`src/sv/dhoat_pkg.sv`:
```
// ----------------------------------------------------------------------------
// dhoat_pkg
// Types, codes and sizes shared by the double-hash table controller and datapath.
// ----------------------------------------------------------------------------
package dhoat_pkg;

    localparam int MAX_SLOTS = 1024;
    localparam int IDX_W     = $clog2(MAX_SLOTS);
    localparam int SIZE_W    = IDX_W + 1;
    localparam int KEY_W     = 34;
    localparam int VAL_W     = 64;
    localparam int CNT_W     = $clog2(KEY_W);
    localparam int IN_W      = 104;
    localparam int OUT_W     = 80;

    typedef enum logic [1:0] {
        OP_INSERT = 2'd0,
        OP_SEARCH = 2'd1,
        OP_REMOVE = 2'd2,
        OP_NONE   = 2'd3
    } opcode_t;

    typedef enum logic [1:0] {
        SLOT_EMPTY    = 2'd0,
        SLOT_OCCUPIED = 2'd1,
        SLOT_DELETED  = 2'd2,
        SLOT_UNUSED   = 2'd3
    } slot_t;

    typedef enum logic [1:0] {
        RES_SUCCESS   = 2'd0,
        RES_FAILURE   = 2'd1,
        RES_FOUND     = 2'd2,
        RES_NOT_FOUND = 2'd3
    } result_t;

    typedef enum logic [3:0] {
        ST_CLEAR,
        ST_IDLE,
        ST_DIV_KEY,
        ST_MID,
        ST_DIV_QUO,
        ST_HASHED,
        ST_READ,
        ST_CHECK,
        ST_DONE
    } state_t;

    typedef struct packed {
        logic    clear;
        logic    load;
        logic    div_step;
        logic    div_mid;
        logic    div_end;
        logic    advance;
        logic    write_ins;
        logic    write_del;
        logic    res_load;
        logic    res_hit;
        result_t res_status;
        logic    out_load;
    } cmd_t;

    typedef struct packed {
        logic    clear_last;
        logic    div_last;
        opcode_t op;
        logic    count_full;
        logic    count_zero;
        slot_t   rd_state;
        logic    key_match;
        logic    wrap;
        logic    out_busy;
    } sts_t;

endpackage

```
`src/sv/dhoat_ctrl.sv`:
```
// ----------------------------------------------------------------------------
// dhoat_ctrl
// Sequencer: memory clear after reset, two divider passes, probe walk, result.
// ----------------------------------------------------------------------------
module dhoat_ctrl
(
    input  logic            clk,
    input  logic            rst_n,
    input  logic            s_tvalid,
    output logic            s_tready,
    input  dhoat_pkg::sts_t sts,
    output dhoat_pkg::cmd_t cmd
);

    dhoat_pkg::state_t state_reg, state_next;

    always_ff @(posedge clk or negedge rst_n)
    begin
        if (!rst_n)
        begin
            state_reg <= dhoat_pkg::ST_CLEAR;
        end
        else
        begin
            state_reg <= state_next;
        end
    end

    always_comb
    begin
        state_next = state_reg;
        unique case (state_reg)
            dhoat_pkg::ST_CLEAR:
            begin
                if (sts.clear_last)
                begin
                    state_next = dhoat_pkg::ST_IDLE;
                end
            end
            dhoat_pkg::ST_IDLE:
            begin
                if (s_tvalid)
                begin
                    state_next = dhoat_pkg::ST_DIV_KEY;
                end
            end
            dhoat_pkg::ST_DIV_KEY:
            begin
                if (sts.div_last)
                begin
                    state_next = dhoat_pkg::ST_MID;
                end
            end
            dhoat_pkg::ST_MID:
            begin
                state_next = dhoat_pkg::ST_DIV_QUO;
            end
            dhoat_pkg::ST_DIV_QUO:
            begin
                if (sts.div_last)
                begin
                    state_next = dhoat_pkg::ST_HASHED;
                end
            end
            dhoat_pkg::ST_HASHED:
            begin
                priority if (sts.op == dhoat_pkg::OP_NONE)
                begin
                    state_next = dhoat_pkg::ST_DONE;
                end
                else if (sts.op == dhoat_pkg::OP_INSERT && sts.count_full)
                begin
                    state_next = dhoat_pkg::ST_DONE;
                end
                else if (sts.op != dhoat_pkg::OP_INSERT && sts.count_zero)
                begin
                    state_next = dhoat_pkg::ST_DONE;
                end
                else
                begin
                    state_next = dhoat_pkg::ST_READ;
                end
            end
            dhoat_pkg::ST_READ:
            begin
                state_next = dhoat_pkg::ST_CHECK;
            end
            dhoat_pkg::ST_CHECK:
            begin
                priority if (sts.op == dhoat_pkg::OP_INSERT)
                begin
                    if (sts.rd_state == dhoat_pkg::SLOT_OCCUPIED && !sts.key_match
                        && !sts.wrap)
                    begin
                        state_next = dhoat_pkg::ST_READ;
                    end
                    else
                    begin
                        state_next = dhoat_pkg::ST_DONE;
                    end
                end
                else
                begin
                    if (sts.rd_state == dhoat_pkg::SLOT_EMPTY
                        || (sts.rd_state == dhoat_pkg::SLOT_OCCUPIED && sts.key_match)
                        || sts.wrap)
                    begin
                        state_next = dhoat_pkg::ST_DONE;
                    end
                    else
                    begin
                        state_next = dhoat_pkg::ST_READ;
                    end
                end
            end
            dhoat_pkg::ST_DONE:
            begin
                if (!sts.out_busy)
                begin
                    state_next = dhoat_pkg::ST_IDLE;
                end
            end
            default:
            begin
                state_next = dhoat_pkg::ST_IDLE;
            end
        endcase
    end

    always_comb
    begin
        cmd            = '0;
        cmd.res_status = dhoat_pkg::RES_FAILURE;
        s_tready       = 1'b0;
        unique case (state_reg)
            dhoat_pkg::ST_CLEAR:
            begin
                cmd.clear = 1'b1;
            end
            dhoat_pkg::ST_IDLE:
            begin
                s_tready = 1'b1;
                cmd.load = s_tvalid;
            end
            dhoat_pkg::ST_DIV_KEY, dhoat_pkg::ST_DIV_QUO:
            begin
                cmd.div_step = 1'b1;
            end
            dhoat_pkg::ST_MID:
            begin
                cmd.div_mid = 1'b1;
            end
            dhoat_pkg::ST_HASHED:
            begin
                cmd.div_end  = 1'b1;
                cmd.res_load = 1'b1;
                cmd.res_status = (sts.op == dhoat_pkg::OP_SEARCH) ?
                                 dhoat_pkg::RES_NOT_FOUND : dhoat_pkg::RES_FAILURE;
            end
            dhoat_pkg::ST_READ:
            begin
            end
            dhoat_pkg::ST_CHECK:
            begin
                cmd.res_load = 1'b1;
                priority if (sts.op == dhoat_pkg::OP_INSERT)
                begin
                    priority if (sts.rd_state != dhoat_pkg::SLOT_OCCUPIED)
                    begin
                        cmd.write_ins  = 1'b1;
                        cmd.res_status = dhoat_pkg::RES_SUCCESS;
                    end
                    else if (sts.key_match || sts.wrap)
                    begin
                        cmd.res_status = dhoat_pkg::RES_FAILURE;
                    end
                    else
                    begin
                        cmd.advance = 1'b1;
                    end
                end
                else
                begin
                    priority if (sts.rd_state == dhoat_pkg::SLOT_EMPTY)
                    begin
                        cmd.res_status = (sts.op == dhoat_pkg::OP_SEARCH) ?
                                         dhoat_pkg::RES_NOT_FOUND : dhoat_pkg::RES_FAILURE;
                    end
                    else if (sts.rd_state == dhoat_pkg::SLOT_OCCUPIED && sts.key_match)
                    begin
                        if (sts.op == dhoat_pkg::OP_SEARCH)
                        begin
                            cmd.res_hit    = 1'b1;
                            cmd.res_status = dhoat_pkg::RES_FOUND;
                        end
                        else
                        begin
                            cmd.write_del  = 1'b1;
                            cmd.res_status = dhoat_pkg::RES_SUCCESS;
                        end
                    end
                    else if (sts.wrap)
                    begin
                        cmd.res_status = dhoat_pkg::RES_NOT_FOUND;
                    end
                    else
                    begin
                        cmd.advance = 1'b1;
                    end
                end
            end
            dhoat_pkg::ST_DONE:
            begin
                cmd.out_load = ~sts.out_busy;
            end
            default:
            begin
            end
        endcase
    end

endmodule

```
`config.mk`:
```
export PLATFORM = sky130hd
export DESIGN_NAME = dhoat_ctrl
export DESIGN_NICKNAME = d
export VERILOG_FILES = /design/src/sv/dhoat_pkg.sv /design/src/sv/dhoat_ctrl.sv
export SDC_FILE = /design/constraint.sdc
export NUM_CORES = 1
export LEC_CHECK = 0
export BUFFER_PORTS_ARGS = -buffer_cell sky130_fd_sc_hd__buf_2
export CORE_AREA = 5 5 42 44
export CTS_CLUSTER_DIAMETER = 40
export DETAILED_ROUTE_END_ITERATION = 8
export DIE_AREA = 0 0 47 49
export PLACE_DENSITY = 0.76
export REMOVE_ABC_BUFFERS = 1
export SYNTH_ARGS = -nofsm -noshare
export SYNTH_HDL_FRONTEND = slang
export SYNTH_SLANG_ARGS = --single-unit
```
`constraint.sdc`:
```
create_clock -name clk -period 2.4 [get_ports clk]
set_input_delay 0.24 -clock clk [delete_from_list [all_inputs] [get_ports clk]]
set_output_delay 0.24 -clock clk [all_outputs]
set_load 0.1 [all_outputs]
```
## Yosys cells after proc, flatten, opt, wreduce, memory -nomap -nowiden

Index checks and enable logic that the tools add are counted.
W data, S select, Z words.

- Bits in registers: 4
- Bits of input ports: 14
- Logic and storage cells: 82

- Reduce and logical (&&, ||, !) cells: 17
- Mux-type cells: 46
- Bitwise logic cells: 1
- Equality and inequality tests: 17

Operators by type and width:

| kind | number |
|---|---|
| $mux W4 | 11 |
| $pmux W4 S9 | 1 |
| $mux W1 | 26 |
| $eq A4 B3 Y1 const B | 4 |
| $mux W2 | 6 |
| $ne A2 B2 Y1 const B | 5 |
| $eq A4 B2 Y1 const B | 2 |
| $logic_and A1 B1 Y1 | 5 |
| $reduce_and A5 Y1 | 1 |
| $eq A2 B1 Y1 const B | 2 |
| $eq A4 B1 Y1 const B | 1 |
| $eq A4 B4 Y1 const B | 1 |
| $logic_not A2 Y1 | 2 |
| $logic_not A4 Y1 | 1 |
| $pmux W2 S2 | 1 |
| $reduce_or A2 Y1 | 2 |
| $logic_or A1 B1 Y1 | 3 |
| $mux W3 | 1 |
| $eq A2 B2 Y1 const B | 1 |
| $logic_not A1 Y1 | 2 |
| $ne A2 B1 Y1 const B | 1 |
| $reduce_bool A2 Y1 | 1 |
| $not A1 Y1 | 1 |

## Longest topological paths before layout

- Depth after elaboration: 7
- Mapped depth: 6
- Gate-level depth less buffers: 5

## Least setup slack after synthesis

Ideal clock, no wire load.

- Path type: register to output
- Start: reg state_reg[3]
- End: out cmd[2] (netlist name)
- Cell stages (with the launch flop): 4
- Data arrival time: 5.505 ns
- Required time: 2.160 ns
- Path buffers: 0
- Setup slack: -3.345 ns
- Cell sequence: dfrtp_1 > nand2b_1 > or2_2 > a2111oi_0

RTL lines:

| item | RTL line | text |
|---|---|---|
| start: declaration | dhoat_ctrl.sv:15 | `dhoat_pkg::state_t state_reg, state_next;` |
| start signal: assignment | dhoat_ctrl.sv:21 | `state_reg <= dhoat_pkg::ST_CLEAR;` |
| start signal: assignment | dhoat_ctrl.sv:25 | `state_reg <= state_next;` |
| end: declaration | dhoat_ctrl.sv:12 | `output dhoat_pkg::cmd_t cmd` |

==> impl_metrics.toml <==
[route]
vias = 637
post_drt_wl_per_cell_um = 13.3
drt_iter0_markers = 5
drc = 0
final_antenna_net_count = 0
via_per_inst = 5.49
dr.pass1.iters = 4
wirelength_um = 1540

[grt]
overflow = 0
grt_use_total_pct = 15.0
grt_pass1_vias = 633
grt_first_pass_wirelength_um = 2530
grt_max_degree = 12
antenna_found_initial = 0

[clocking]
cts_tree = "yes"
cts_sinks = 4
htreeDepth = 1
clk_path_buf_depth = 2
insertion_delay_ns = 0.24
cts_made_buffers = 3
cts_root_buffer = "clkbuf_4"
path_clk_slew_ns = 0.04

[cells_and_area]
layout_common_cells = "25 x buf_2, 11 x nor2_1, 6 x inv_1"
diodes = 0
drive_gt1_share_pct = 39.0
syn_to_final_growth_pct = 38.8
final_cells = 116
final_common_cell = "buf_2"
nets = 116
largest_register_ffs = 4

[worst_setup_path]
regToRegStartpoint = "state_reg[3]$_DFFE_PN0P_"
cp-end-kind = "output port"
crit_chain = "inv_1 > or2_2 > a2111oi_0 > buf_4"
cp.arrival_ns = 2.02
crit_slowest_cell = "a2111oi_0"
worstRegToRegCells = 5
crit_start = "state_reg[2]$_DFFE_PN0P_"
critPathLaunchType = "flip-flop"
worstPathRequired_ns = 2.16
rrSetupSlack_ns = 0.77
crit_type = "flip-flop to output port"
max_stage_delay_ns = 0.53
critPathMaxFanout = 8
crit_path_end = "cmd[2]"
reg2reg_to = "state_reg[1]$_DFFE_PN0P_"

[logic_synthesis]
synth_top_area_share_pct = 19.7
avgSynthCellArea_sq_um = 7.07
ys_warn_count = 0
ys_types = 32
ys_seq_elements = 4
netlist_instances = 72
netlist_area_sq_um = 509
seq_area_frac_synth_pct = 19.7
yosysTopAreaCell = "dfrtp_1"
yosys-top-cells-area = "dfrtp_1 20%, nor2_1 8.1%, nand2b_1 6.1%"

[run]
maxCapViolations = 0

[sta]
fmax_ghz = 0.442
tns_ns = 0
period_minus_slack_ns = 2.26
period_share_pct = 94.3
hold_slack_ns = 0.328
slew_violations = 0
rsz0062_at_grt = "no"
worst_pin_slew_ns = 0.572
finClkSkew_ns = 0.00167
hold_viol_final = 0
relSlewSlack_pct = 60.9
finalSetupViolCount = 0

[status]
status = "completed"

[die]
io_pins = 28
dieHeight_um = 49
core_sq_mm = 0.00140
rows = 14
die-area_sq_mm = 0.00230
initial_core_util_pct = 36.3
die_x_um = 47

[place]
dp_cells = 112
port_buffers = 27
place_congestion = 0.843

[power]
ir_worst_vdd_mv = 1.00
powerDensity_mw_per_mm2 = 1310
p_leak_nw = 0.354
power_w = 0.000929

[min_path]
hp-class = "input pin to async pin"
[routing by layer]
metal	share of wire, %	global-route usage (%)	up-vias
li1	-	-	314
met1	36	16.2	291
met2	56	24.2	26
met3	6.4	2.58	6
met4	2.0	11.5	0
met5	0	0	-
[synth_stat cells, drive strengths merged]
cell and instances:
or2 3, clkbuf 1, nand2 4, mux2i 1
a22o 1, nor4 1, or2b 1, o21a 2
o211ai 1, a211o 1, o22a 1, o21ai 3
and2 1, o311ai 1, or4b 2, dfrtp 4
o32ai 1, o31ai 1, o21bai 1, nor2b 2
a21oi 4, nor4b 1, nor3 4, a32oi 1
a2111oi 1, nand2b 5, mux2 1, buf 4
inv 6, nor2 11, and3 1
[critical path: cells and delay by family (launching register included)]
| kind | cells | cell delay, ns |
|---|---|---|
| AO/OA/AOI/OAI | 1 | 0.53 |
| buffers and inverters | 2 | 0.46 |
| AND/OR/NAND/NOR | 1 | 0.32 |
| flip-flops | 1 | 0.47 |
[stage by stage]
step / cell area (sq um) / worst slack, ns / utilization, %
after CTS: 698 / 0.0303 / 49.8
after floorplan: 480 / -3.47 / -
after global routing: 707 / 0.0624 / 50.4
final: 707 / 0.136 / 50.4
after global placement: 666 / 0.447 / 47.5
after detailed placement: 666 / 0.296 / 47.5
[final cells by class]
type | instances | area (sq um)
Multi-Input combinational cell | 57 | 364
Tap cell | 16 | 20.0
Sequential cell | 4 | 100
Fill cell | 149 | 694
Clock buffer | 3 | 22.5
Timing Repair Buffer | 30 | 178
Inverter | 6 | 22.5
[logic make-up (layout without fill, tap and decap cells)]
family          count (synthesis)  after routing  synth area share (%)
flops                           4              4                  19.7
buf+inv                        11             39                  10.1
simple gates                   36             36                  38.3
compound gates                 19             19                  27.8
mux                             2              2                  4.18
[repair_timing]
action	4_1_cts	5_1_grt
setup endpoints to repair	0	2
endpoints found under the hold margin	4	0
buffers inserted	0	0
hold buffers	1	0
resized for setup	0	3
[worst min-delay path by stage]
| stage | slack (ns) | from | cells past startpoint | endpoint |
|---|---|---|---|---|
| 2_1_floorplan | -0.06 | rst_n | 0 | state_reg[0]$_DFFE_PN0P_ |
| 3_3_place_gp | 0.05 | rst_n | 1 | state_reg[2]$_DFFE_PN0P_ |
| 3_5_place_dp | 0.05 | rst_n | 1 | state_reg[0]$_DFFE_PN0P_ |
| 4_1_cts | 0.33 | rst_n | 2 | state_reg[3]$_DFFE_PN0P_ |
| 5_1_grt | 0.35 | rst_n | 2 | state_reg[3]$_DFFE_PN0P_ |
| 6_report | 0.33 | rst_n | 2 | state_reg[0]$_DFFE_PN0P_ |
[power breakdown]
part           leakage [nW]  switching [W]  internal (W)   total, W
sequential           0.0508      0.0000339     0.0000956   0.000130
clock                0.0138      0.0000318     0.0000562  0.0000880
combinational         0.290       0.000535      0.000177   0.000712
(Power assumes the default switching activity.)
